===== src/hdl/brs_pkg.sv =====
package brs_pkg;

    // Default widths of the address and length fields.
    localparam int ADDRESS_BITS_DEF = 48;
    localparam int LENGTH_BITS_DEF  = 32;

    // Divisor and configuration widths.
    localparam int DIV_W  = 32;
    localparam int PAGE_W = 17;
    localparam int CFG_W  = 32;

    // Register reset values.
    localparam logic [DIV_W-1:0]  CHUNK_RESET = 32'd2048;
    localparam logic [PAGE_W-1:0] PAGE_RESET  = 17'd8;

    // Register indexes.
    typedef enum logic [0:0] {
        CFG_CHUNK_BLOCKS = 1'b0,
        CFG_PAGE_BLOCKS  = 1'b1
    } t_cfg_idx;

    // Operation codes.
    localparam logic OP_CHUNK = 1'b0;
    localparam logic OP_PAGE  = 1'b1;

endpackage


===== src/hdl/brs_mul.sv =====
module brs_mul #(
    parameter int ADDRESS_BITS = brs_pkg::ADDRESS_BITS_DEF
) (
    input  logic                      i_clk,
    input  logic                      i_en,
    input  logic [ADDRESS_BITS-1:0]   i_cidx,
    input  logic [brs_pkg::DIV_W-1:0] i_q,
    output logic [ADDRESS_BITS-1:0]   o_prod
);
    import brs_pkg::*;

    logic [63:0]        w_cidx;
    logic [63:0]        r_p0;
    logic [DIV_W-1:0]   r_p1;
    logic [63:0]        w_sum;
    logic [ADDRESS_BITS-1:0] r_prod;

    assign w_cidx = 64'(i_cidx);
    assign w_sum  = r_p0 + {r_p1, 32'd0};

    // Two 32 by 32 partial products, then one add, modulo the address width.
    always_ff @(posedge i_clk) begin
        if (i_en) begin
            r_p0   <= 64'(w_cidx[31:0]) * 64'(i_q);
            r_p1   <= 32'(w_cidx[63:32] * i_q);
            r_prod <= w_sum[ADDRESS_BITS-1:0];
        end
    end

    assign o_prod = r_prod;
endmodule


===== config.mk =====
export PLATFORM = sky130hd
export DESIGN_NAME = brs_mul
export DESIGN_NICKNAME = d
export VERILOG_FILES = /design/src/hdl/brs_pkg.sv /design/src/hdl/brs_mul.sv
export SDC_FILE = /design/constraint.sdc
export NUM_CORES = 2
export LEC_CHECK = 0
export BUFFER_PORTS_ARGS = -buffer_cell sky130_fd_sc_hd__buf_2
export CORE_UTILIZATION = 60
export DETAILED_ROUTE_END_ITERATION = 7
export PLACE_DENSITY = 0.78
export SLEW_MARGIN = 20
export SYNTH_ARGS = -nofsm -noshare
export SYNTH_HDL_FRONTEND = slang
export SYNTH_SLANG_ARGS = --single-unit

===== constraint.sdc =====
create_clock -name i_clk -period 26.4 [get_ports i_clk]
set_input_delay 7.92 -clock i_clk [delete_from_list [all_inputs] [get_ports i_clk]]
set_output_delay 7.92 -clock i_clk [all_outputs]
set_load 0.03 [all_outputs]

==> summary by stage <==
Run status
The flow ran to the end, but the final reports show violations. The checks that failed: design-rule violations.

CTS
The later pin in the worst-skew pair is clocked with a latency of 0.38 ns. TritonCTS built the clock tree. Clock-pin slew was measured on the worst setup and hold paths at 0.08 ns. The clock passes through at most 2 buffers. Hold repair after CTS inserted 0 buffers. The number of gates resized after CTS was 0. CTS placed an instance of clkbuf_16 at the clock tree root. The number of clock buffers added by TritonCTS is 9. The buffers inserted during post-CTS setup optimization is 0. The clock sink total is 112. The clock tree synthesis step divided the H-tree into 3 levels.

Timing
Measured against its own limit, the worst slew margin works out to 0.3585. Timing would allow up to around 65 MHz. Counting I/O delays and the setup requirement, the final critical path takes 15.47 ns.

The period utilization is 0.5859. After routing, the total negative slack on setup checks comes to 0 ns. Across all setup checks in the final design, the least slack found is 10.93 ns. Setup repair after global routing left no endpoint under its margin. The actual slew at the worst max-slew pin is around 0.96 ns. The number of max-slew violations in the final report was 0.

The setup skew after layout is 0.01395 ns. The final-report hold violation count was 0. Setup violations remaining at the end of the flow were counted as 0.

Synth
The number of library cell types mapped by synthesis is 60. Counting every net in the synthesized netlist gives 4920. For this run, asynchronously set or reset flops after synthesis account for 0. Synthesis produced 3738 cells.

A synthesized cell averages 9.612 um2. The cell area that synthesis handed to floorplanning was 0.03593 mm2. The number of enable-type register cells in the synthesized netlist is around 110.

The synthesized design contains approximately 110 register bits. The count of yosys warnings during synthesis is 0. The commonest register cell after synthesis is edfxtp_1.

The fraction of the yosys area taken by sequential cells is 0.09360.

Route
The starting DRC count in detailed routing is 1592. The routed design has 86970 um of wire. The number of iterations in the first detailed-routing pass is 8. Detailed routing placed a total of 6248 um of wire on met3. The ratio of routed vias to standard cells is between 5 and 6.

For this run, design rule violations remaining after detail routing come to 26. The amount of wire on met2 after detailed routing is 44230 um. The remaining antenna violation count is 0. Dividing the detail-routed wire length by the instance count gives between 15 and 20 um. Across all layers, the routed design uses 24970 vias. In the final routing, the length of wire on met1 measures about 33000 um.

The highest metal layer carrying signal wires in the routed design is met5.

Die
Measured along the y axis, the die boundary spans 246.7 um. For this configuration, the core starts out at a cell density of 0.6077. The die footprint is 0.06087 mm2. The die is about 250 um wide.

After floorplanning, the core was divided into 89 placement rows. The region available for standard cell placement spans ~0.06 mm2. The number of ports placed on the die boundary is 130.

Final layout
Leaving out fill and tap cells, the most frequent cell in the layout is inv_1. Leaving out fill and tap cells, the most frequent cells in the layout are inv_1, fa_1, and2_1, nand2_1, ha_1. The finished cells cover around 0.037 mm2. The area growth from synthesis to layout is 3.420%. The number of filler instances in the final layout is 4793. Of the cells placed in the final design, the portion with a size suffix greater than 1 is 0.04734. The number of nets in the layout is between 4000 and 5000.

Critical path
The startpoint-to-endpoint class of the critical path is in2reg. STA classifies the critical path endpoint as a register. Data on the critical path arrives at its endpoint at 15.58 ns. The cell occurring most often along the worst timing path is fa_1.

Data on the critical path is required at its endpoint by 26.51 ns. The number of buffer and inverter stages on the critical path is 3. Of all nets on the critical path, the largest fanout is 38. The worst setup path is launched from an input pin. For this run, the slowest stage of the critical path takes 0.68 ns. The kind of cell adding the most delay to the critical path is adder cells. Walking the worst path, the cells encountered are buf_2, and2_1, fa_1, fa_1, inv_1, fa_1, fa_1, inv_1, fa_1, fa_1, fa_1, fa_1, ha_1, nand3_1, nor2_1, a311o_1, o221ai_1, a31oi_1, a221o_2, a41o_1, a21oi_2, xnor2_1. Among all stages on the critical path, the largest delay is contributed by buf_2.

Global route
The via count of the first global-routing pass is 27350. The first-pass GRT wire length is 142800 um. After global routing the overflow that remains totals 0. The initial antenna violation count is 5. Entering global routing, the biggest net connects 75 pins. In the global route stage, overall resource usage came out at 0.3058.

Placed design
The sum of net half-perimeters after detailed placement is approximately 66000 um. Input and output buffers added on the ports amount to 129. The instance area at placement is 0.03686 mm2.

The pre-CTS worst setup slack is around 11 ns. At the end of routability-driven placement, the weighted congestion stood at between 0.9 and 1.

Flow run
Across the run, the number of max-cap violations was 0.

Min path
The worst hold path belongs to the class reg2reg.
[stage by stage]
step,instances,util,hold WS [ns]
global placement,4454,0.6234,0.4001
CTS,4470,0.6283,0.4128
detailed placement,4454,0.6234,0.4045
floorplan,3738,-,0.4003
finish,4472,0.6284,0.4168
global route,4471,0.6284,0.4263
[final cells by class]
| type | count | area [um2] | area share |
|---|---|---|---|
| Timing Repair Buffer | 138 | 715.7 | 0.01926 |
| Antenna cell | 2 | 5.005 | 0.0001347 |
| Multi-Input combinational cell | 2565 | 28560 | 0.7686 |
| Clock buffer | 9 | 225.2 | 0.006061 |
| Clock inverter | 7 | 70.07 | 0.001886 |
| Tap cell | 773 | 967.2 | 0.02603 |
| Sequential cell | 112 | 3363 | 0.09051 |
| Inverter | 866 | 3251 | 0.08748 |
[cells by family after synthesis]
kind of cell | count (synthesis) | synth area share
AND/OR/NAND/NOR | 1163 | 0.1684
adder cells (fa/ha/maj) | 1100 | 0.5627
buffers and inverters | 1061 | 0.1115
AO/OA/AOI/OAI | 178 | 0.03357
XOR/XNOR | 124 | 0.03023
flip-flops | 112 | 0.09360
[worst reg2reg max path, cell delays in order (launching register included)]
cell and delay (ns):
edfxtp_1 0.51, ha_1 0.33, a21oi_1 0.15, o21ai_0 0.24, o41ai_1 0.65, o211ai_1 0.24
nand2_1 0.14, o21ai_0 0.14, o21a_1 0.19, nor2_1 0.11, xnor2_1 0.11
[flip-flops by register name (all words and copies together) (netlist names)]
register / cells
o_prod: 48
r_p1: 16
r_p0: 48
[cell usage after synthesis (all sizes together) (2+ instances only)]
| cell type | n | share of area |
|---|---|---|
| a31oi | 6 | 0.0010 |
| inv | 866 | 0.090 |
| o211a | 2 | 0.00056 |
| o41ai | 2 | 0.00070 |
| a211oi | 6 | 0.0014 |
| nand2 | 445 | 0.046 |
| or3 | 2 | 0.00035 |
| o211ai | 4 | 0.00084 |
| nand3 | 19 | 0.0026 |
| nand4 | 6 | 0.0010 |
| nor3 | 10 | 0.0014 |
| nor2 | 33 | 0.0034 |
| o21bai | 4 | 0.00084 |
| xnor2 | 99 | 0.024 |
| nor2b | 8 | 0.0014 |
| o31ai | 4 | 0.00084 |
| a31o | 2 | 0.00049 |
| o21ai | 33 | 0.0047 |
| a21boi | 2 | 0.00042 |
| o21a | 13 | 0.0027 |
| a21oi | 52 | 0.0073 |
| or2 | 5 | 0.00087 |
| a21o | 32 | 0.0068 |
| and2 | 622 | 0.11 |
| buf | 3 | 0.00056 |
| xor2 | 25 | 0.0061 |
| and3 | 6 | 0.0011 |
| o2111ai | 2 | 0.00066 |
| a311o | 2 | 0.00056 |
| nand2b | 5 | 0.00087 |
| clkbuf | 191 | 0.020 |
| fa | 860 | 0.48 |
| edfxtp | 112 | 0.094 |
| ha | 240 | 0.084 |
[metal layers]
layer  vias to the layer above  track usage
li1                      10730            -
met1                     12930       0.3844
met2                      1035       0.5287
met3                       265      0.04743
met4                         6       0.1236
met5                         -            0
[worst paths after layout]
| kind | from | to | slack, ns | cells past startpoint |
|---|---|---|---|---|
| worst min register to register | r_p0[30]$_DFFE_PP_ | o_prod[30]$_DFFE_PP_ | 0.42 | 0 |
| worst min-delay path | r_p0[30]$_DFFE_PP_ | o_prod[30]$_DFFE_PP_ | 0.42 | 0 |
| worst max register to register | r_p0[33]$_DFFE_PP_ | o_prod[47]$_DFFE_PP_ | 23.34 | 10 |
| worst max-delay path | i_q[10] | r_p0[47]$_DFFE_PP_ | 10.93 | 22 |
Power is not shown: default switching activity piles up to over one toggle a cycle in this logic, so the estimate is an artifact.
