$ cat src/hdl/brs_pkg.sv
package brs_pkg;

    // Default widths of the address and length fields.
    localparam int ADDRESS_BITS_DEF = 48;
    localparam int LENGTH_BITS_DEF  = 32;

    // Divisor and configuration widths.
    localparam int DIV_W  = 32;
    localparam int PAGE_W = 17;
    localparam int CFG_W  = 32;

    // Register reset values.
    localparam logic [DIV_W-1:0]  CHUNK_RESET = 32'd2048;
    localparam logic [PAGE_W-1:0] PAGE_RESET  = 17'd8;

    // Register indexes.
    typedef enum logic [0:0] {
        CFG_CHUNK_BLOCKS = 1'b0,
        CFG_PAGE_BLOCKS  = 1'b1
    } t_cfg_idx;

    // Operation codes.
    localparam logic OP_CHUNK = 1'b0;
    localparam logic OP_PAGE  = 1'b1;

endpackage

$ cat src/hdl/brs_div_cell.sv
module brs_div_cell #(
    parameter int N = 49
) (
    input  logic                      i_clk,
    input  logic                      i_en,
    input  logic [brs_pkg::DIV_W-1:0] i_rem,
    input  logic [N-1:0]              i_dvd,
    input  logic [brs_pkg::DIV_W-1:0] i_div,
    output logic [brs_pkg::DIV_W-1:0] o_rem,
    output logic [N-1:0]              o_dvd,
    output logic [brs_pkg::DIV_W-1:0] o_div
);
    import brs_pkg::*;

    logic [DIV_W:0]   w_trial;
    logic             w_ge;
    logic [DIV_W:0]   w_diff;
    logic [DIV_W-1:0] n_rem;
    logic [N-1:0]     n_dvd;
    logic [DIV_W-1:0] r_rem;
    logic [N-1:0]     r_dvd;
    logic [DIV_W-1:0] r_div;

    // One restoring step: bring down the next dividend bit and try a subtract.
    always_comb begin
        w_trial = {i_rem, i_dvd[N-1]};
        w_diff  = w_trial - {1'b0, i_div};
        w_ge    = (w_trial >= {1'b0, i_div});
        n_rem   = w_ge ? w_diff[DIV_W-1:0] : w_trial[DIV_W-1:0];
        n_dvd   = {i_dvd[N-2:0], w_ge};
    end

    // The step result moves on to the next cell.
    always_ff @(posedge i_clk) begin
        if (i_en) begin
            r_rem <= n_rem;
            r_dvd <= n_dvd;
            r_div <= i_div;
        end
    end

    assign o_rem = r_rem;
    assign o_dvd = r_dvd;
    assign o_div = r_div;
endmodule

$ cat config.mk
export PLATFORM = sky130hd
export DESIGN_NAME = brs_div_cell
export DESIGN_NICKNAME = d
export VERILOG_FILES = /design/src/hdl/brs_pkg.sv /design/src/hdl/brs_div_cell.sv
export SDC_FILE = /design/constraint.sdc
export NUM_CORES = 1
export LEC_CHECK = 0
export ABC_AREA = 1
export ABC_CLOCK_PERIOD_IN_PS = 2200
export BUFFER_PORTS_ARGS = -buffer_cell sky130_fd_sc_hd__buf_4
export CORE_ASPECT_RATIO = 0.9
export CORE_MARGIN = 2
export CORE_UTILIZATION = 30
export DETAILED_ROUTE_END_ITERATION = 16
export GPL_ROUTABILITY_DRIVEN = 0
export RECOVER_POWER = 50
export SLEW_MARGIN = 20
export SYNTH_ARGS = -nofsm -noshare
export SYNTH_HDL_FRONTEND = slang
export SYNTH_SLANG_ARGS = --single-unit
$ cat constraint.sdc
create_clock -name i_clk -period 2.2 [get_ports i_clk]
set_clock_uncertainty 0.15 [all_clocks]
set_input_delay 0.11 -clock i_clk [delete_from_list [all_inputs] [get_ports i_clk]]
set_output_delay 0.11 -clock i_clk [all_outputs]
set_load 0.03 [all_outputs]
==> results of run 1 <==
-- critical path: cells and delay by family --
family          cells  cell delay [ns]
simple gates        5             0.71
buf+inv             4             0.44
fa+ha+maj           1             0.33
compound gates      2             0.33
-- state kept, by name, summed over array words and instances, names as in the netlist --
register	flops
o_dvd	49
o_div	32
o_rem	32
-- logic make-up (layout without fill, tap and decap cells) --
kind of cell | after synthesis | in the layout | synth area share (%)
AND/OR/NAND/NOR | 419 | 419 | 28.5
buffers and inverters | 162 | 574 | 9.90
flip-flops | 113 | 113 | 51.5
adder cells (fa/ha/maj) | 33 | 33 | 6.38
AO/OA/AOI/OAI | 24 | 24 | 1.86
XOR/XNOR | 14 | 14 | 1.86
-- path summary, 6_finish.rpt --
kind	to	cells after the start
setup / recovery	o_rem[28]	12
hold / removal	o_rem[1]	3
-- through the flow --
step / hold slack, ns / power, mW / setup WS [ns] / instances
after CTS: 0.0510 / 7.80 / 0.369 / 1468
after global placement: 0.138 / 4.72 / -0.0694 / 1325
final: 0.0438 / 7.69 / 0.288 / 1468
after global routing: 0.0884 / 8.05 / 0.200 / 1468
after detailed placement: 0.139 / 4.74 / -0.0819 / 1325
after floorplan: 0.0589 / 3.86 / 0.327 / 765
-- metal layers --
layer	wire length [um]	vias to the layer above	GRT usage, %
met5	11	-	0
met1	9410	2774	22.9
met2	9620	231	30.0
met3	1390	25	4.33
li1	-	3225	-
met4	340	2	6.16
-- what timing repair did --
item | 4_1_cts | 5_1_grt
hold buffers | 111 | 0
setup buffers | 0 | 0
hold endpoints to repair | 111 | 0
endpoints found under the setup margin | 0 | 0
-- layout by cell type, fill, tap and decap left out, types with 5 or more instances in the layout --
| cell | count |
|---|---|
| clkbuf_4 | 68 |
| a21oi_1 | 21 |
| nor3_1 | 6 |
| inv_1 | 149 |
| xor2_1 | 13 |
| nand2_1 | 276 |
| nor2_1 | 34 |
| buf_4 | 191 |
| clkbuf_1 | 14 |
| dlygate4sd3_1 | 111 |
| buf_12 | 6 |
| nor2_2 | 5 |
| nand3_2 | 16 |
| nand3_1 | 52 |
| and2_1 | 8 |
| nand3b_1 | 10 |
| ha_1 | 32 |
| clkbuf_16 | 17 |
| edfxtp_1 | 113 |
-- report_power, final --
part | internal [mW] | switching, mW | leakage [nW] | total, mW
logic | 0.901 | 1.23 | 3.92 | 2.13
registers | 2.64 | 0.0609 | 1.11 | 2.70
clock network | 1.79 | 1.07 | 0.288 | 2.86
total | 5.33 | 2.37 | 5.32 | 7.69
-- synth_stat cells --
cell type	count
edfxtp_1	113
nand3_2	16
nor2_2	5
a21oi_1	21
and2_1	8
xnor2_1	1
nand4_1	2
nand3b_1	10
buf_8	1
o21bai_1	1
buf_6	1
inv_2	3
nor2_1	34
nand2_1	276
nand3_1	52
nand2_4	1
inv_1	149
or2_1	1
fa_1	1
o21ai_0	2
nor3_2	2
nand2_8	1
buf_12	1
nand2_2	4
nor3_1	6
nor2_4	1
xor2_1	13
ha_1	32
buf_2	7
-- cell type report --
type | instances | share of cell area, %
clock buffer | 17 | 3.97
clock inverter | 15 | 1.71
inverter | 152 | 5.33
multi-input combinational | 490 | 23.7
sequential | 113 | 31.7
tap | 291 | 3.40
timing repair buffer | 390 | 30.2
==> impl_metrics.csv, run 1 <==
group,metric,value,unit
status,status,"complete, but fails checks",
status,violations,"capacitance limit, slew limit",
layout,final_area,10700,um2
critical_path,critPathRequiredTime,2.22,ns
global_route,grt_start_max_net_pins,114,
logic_synthesis,synth_seq_area_share,51.5,%
clock_network,clock_sinks,113,
hold_path,worstHoldStart,"i_rem[0]",
layout,multiInputGateArea,2540,um2
layout,area_delta_synth_final,62.5,%
detailed_routing,drtPass1Iterations,5,
detailed_routing,avgRoutedWirePerCell,14.1,um
die,die_x,160,um
logic_synthesis,syn_nets,913,
critical_path,worstPathArrival,1.93,ns
clock_network,cts_buffer_depth,2,
timing,worstMarginPinSlew,1.59,ns
detailed_routing,ant_nets,0,
global_route,grt_pass1_vias,6149,
die,rows,51,
layout,regArea,3390,um2
timing,rsz0062_at_grt,"no",
timing,timing.final.crit_share,86.9,%
critical_path,worstPathCellList,"clkbuf_1 > inv_1 > ha_1 > inv_1 > o21bai_1 > a21oi_1 > nand3_1 > nor2_4 > nand2_8 > buf_12 > nand3_2 > nand2_1",
detailed_routing,drt_iter0_drc,397,
logic_synthesis,ys_ff_latch,113,
layout,final_util,49.6,%
logic_synthesis,synth_cells,765,
clock_network,cts_resized,0,
clock_network,cts_tree,"done",
pwr,irDropWorstVdd,0.431,mV
timing,hold_viol,0,
placed_design,port_buffers,227,
critical_path,endpoint_kind,"flop",
hold_path,hold_path.class,"input port to flop",
timing,setup_viol,0,
detailed_routing,totalWireLength,20.8,mm
die,initial_core_util,30.5,%
die,fp.dieH,145,um
detailed_routing,drc,0,
clock_network,htreeDepth,4,
layout,fillerInstances,2078,
global_route,overflow,0,
layout,diodes,0,
logic_synthesis,yosys_warnings,0,
critical_path,worst_setup_path_start_kind,"input port",
detailed_routing,via_per_inst,4.26,
timing,fmax,523,MHz
timing,fin_tns_setup,0,ns
critical_path,startpoint,"i_div[30]",
global_route,grt_pass1_wl,32.1,mm
critical_path,path_class,"input port to flop",
clock_network,clkTransAtPathRegs,0.06,ns
global_route,grtUsageTotal,17.9,%
logic_synthesis,synth_top_area_cell,"edfxtp_1",
timing,fin_crit,1.91,ns
logic_synthesis,avgSynthCellArea,8.61,um2
pwr,power_density,719,nW/um2
timing,max-slew-margin-rel,-6.02,%
critical_path,crit_path_top_delay_cell,"ha_1",
die,die_area,23200,um2
layout,fin_nets,1312,
clock_network,root_buffer,"clkbuf_16",
detailed_routing,vias,6257,
logic_synthesis,synth_cell_types,29,
die,core_area,21600,um2
critical_path,worst_path_largest_cell_delay,0.33,ns
critical_path,critical_path.most_common_cell,"inv_1",
run,cap_violations,1,
placed_design,dp_hpwl,15.1,mm
logic_synthesis,synth.area.top_cells,"edfxtp_1 (52%), nand2_1 (16%), inv_1 (8.5%)",
logic_synthesis,synth_top_area_share,51.5,%
logic_synthesis,syn_area,6590,um2
die,io_pins,228,
layout,drive_above_1_share,28.0,%
pwr,p_leak,5.32,nW
global_route,antenna_found_initial,1,
clock_network,numCtsBuffers,17,
critical_path,crit_fanout,13,
placed_design,detailed_place.area,9050,um2
timing,maxSlewViolCount,114,
No activity file was read; power rests on OpenSTA's default activity.
==> run 2: changes to the inputs <==
--- a/config.mk
+++ b/config.mk
@@ -8,9 +8,9 @@
 export ABC_AREA = 1
 export ABC_CLOCK_PERIOD_IN_PS = 2200
 export BUFFER_PORTS_ARGS = -buffer_cell sky130_fd_sc_hd__buf_4
-export CORE_ASPECT_RATIO = 0.9
-export CORE_MARGIN = 2
-export CORE_UTILIZATION = 30
+export CORE_ASPECT_RATIO = 2
+export CORE_MARGIN = 4
+export CORE_UTILIZATION = 28
 export DETAILED_ROUTE_END_ITERATION = 16
 export GPL_ROUTABILITY_DRIVEN = 0
 export RECOVER_POWER = 50
==> run 2 against run 1 <==
Net effect: the flow still finishes with violations (capacitance limit, slew limit); power decreased by 4.5%; fmax increased by 0.62%; global-route usage decreased by 0.66 points; critical path depth increased by 2; largest power group is now registers; worst setup slack improved by 0.012 ns; utilization decreased by 3.7 points.
==> impl_metrics.csv, run 2 (synthesis gave the netlist of run 1 again) <==
group,metric,value,unit
timing,max-slew-margin-rel,-28.5,%
timing,rsz0062_at_grt,"no",
critical_path,crit_path_top_delay_cell,"fa_1",
timing,fin_crit,1.90,ns
layout,diodes,0,
layout,layout_common_cells,"nand2_1 (276), buf_4 (221), inv_1 (149), edfxtp_1 (113), dlygate4sd3_1 (112)",
layout,multiInputGateArea,2540,um2
clock_network,clkTransAtPathRegs,0.05,ns
detailed_routing,drt_iter0_drc,335,
global_route,grt_start_max_net_pins,71,
die,core_area,23200,um2
clock_network,cts_tree,"done",
die,die_area,26200,um2
critical_path,critPathBufInv,3,
run,cap_violations,1,
critical_path,worstPathArrival,1.93,ns
layout,layout_commonest_cell,"nand2_1",
placed_design,detailed_place.area,9070,um2
layout,drive_above_1_share,28.4,%
timing,fmax,526,MHz
hold_path,hold_path.class,"input port to flop",
die,initial_core_util,28.4,%
critical_path,path_class,"input port to flop",
critical_path,crit_fanout,3,
timing,maxSlewViolCount,71,
clock_network,post_cts_buffers,0,
layout,area_delta_synth_final,61.8,%
clock_network,htreeDepth,4,
global_route,grt_pass1_vias,6694,
detailed_routing,totalWireLength,22.6,mm
timing,worstMarginPinSlew,1.93,ns
critical_path,path_depth,14,
detailed_routing,drtPass1Iterations,4,
placed_design,port_buffers,227,
clock_network,root_buffer,"clkbuf_16",
pwr,power_density,689,nW/um2
global_route,grtUsageTotal,17.3,%
critical_path,crit_family,"simple AND/OR/NAND/NOR gates",
critical_path,startpoint,"i_dvd[48]",
die,die_x,116,um
critical_path,worstPathCellList,"buf_4 > inv_1 > ha_1 > fa_1 > inv_1 > nand3_1 > nand3_1 > nand3_1 > nand2_1 > nand2_1 > nand2_1 > nand2_1 > nand3_2 > nand2_1",
detailed_routing,via_per_inst,4.40,
die,io_pins,228,
global_route,antenna_found_initial,0,
global_route,grt_pass1_wl,33.7,mm
layout,fin_nets,1318,
global_route,overflow,0,
clock_network,clock_sinks,113,
layout,final_area,10700,um2
critical_path,critical_path.most_common_cell,"nand2_1",
critical_path,worst_path_largest_cell_delay,0.39,ns
pwr,p_leak,5.32,nW
detailed_routing,avgRoutedWirePerCell,15.4,um
clock_network,numCtsBuffers,17,
detailed_routing,ant_nets,0,
critical_path,endpoint_kind,"flop",
critical_path,worst_setup_path_start_kind,"input port",
status,violations,"capacitance limit, slew limit",
placed_design,dp_hpwl,17.3,mm
pwr,irDropWorstVdd,0.552,mV
critical_path,critPathRequiredTime,2.23,ns
layout,largest_reg_flops,49,
die,rows,79,
detailed_routing,drc,0,
timing,hold_viol,0,
detailed_routing,vias,6439,
status,status,"complete, but fails checks",
die,fp.dieH,225,um
clock_network,cts_buffer_depth,2,
timing,setup_viol,0,
timing,hold_ws,0.122,ns
layout,fillerInstances,2236,
timing,timing.final.crit_share,86.4,%
layout,regArea,3390,um2
critical_path,endpoint,"o_rem[28]",
run 2: cell type report:
class	instances	share of cell area [%]
clock buffers	19	4.06
well taps	283	3.32
clock inverters	12	0.892
flip-flops and latches	113	31.8
multi-input cells	490	23.8
repair buffers	396	30.7
inverters	152	5.35
run 2: worst min-delay path by stage:
stage / start / to / slack, ns / cells past startpoint
2_1_floorplan: i_div[0] / o_div[0] / 0.06 / 0
6_report: i_div[0] / o_rem[0] / 0.12 / 5
3_3_place_gp: i_dvd[25] / o_dvd[26] / 0.14 / 1
4_1_cts: i_en / o_dvd[4] / 0.01 / 2
5_1_grt: i_div[0] / o_rem[0] / 0.14 / 5
3_5_place_dp: i_dvd[32] / o_dvd[33] / 0.14 / 1
run 2: what timing repair did:
item,4_1_cts,5_1_grt
hold endpoints to repair,112,0
hold buffers,112,0
resized for setup,0,0
run 2: tightest hold or removal path, delay by kind of cell:
family                   cells  cell delay [ns]
AO/OA/AOI/OAI                1             0.09
AND/OR/NAND/NOR              1             0.05
buffers and inverters        2             0.13
adder cells (fa/ha/maj)      1             0.13
run 2: where the power goes:
part	internal, mW	switching [mW]
clock network	1.52	0.962
logic	0.907	1.26
registers	2.64	0.0642
total	5.07	2.28
run 2: routing by layer:
layer / share of wire [%] / track usage [%]
met5: 0 / 0
met1: 30 / 14.1
met2: 60 / 35.6
met4: 4.4 / 9.93
met3: 5.3 / 3.28
run 2: per-stage QoR:
| step | utilization [%] | cells | setup TNS (ns) | total power [mW] | setup WS [ns] |
|---|---|---|---|---|---|
| after floorplan | - | 765 | 0 | 3.86 | 0.327 |
| after global placement | 39.0 | 1322 | -1.05 | 4.75 | -0.0916 |
| after detailed placement | 39.0 | 1322 | -1.39 | 4.77 | -0.120 |
| after CTS | 46.1 | 1465 | 0 | 7.46 | 0.352 |
| after global routing | 45.9 | 1465 | 0 | 7.71 | 0.192 |
| final | 45.9 | 1465 | 0 | 7.35 | 0.300 |
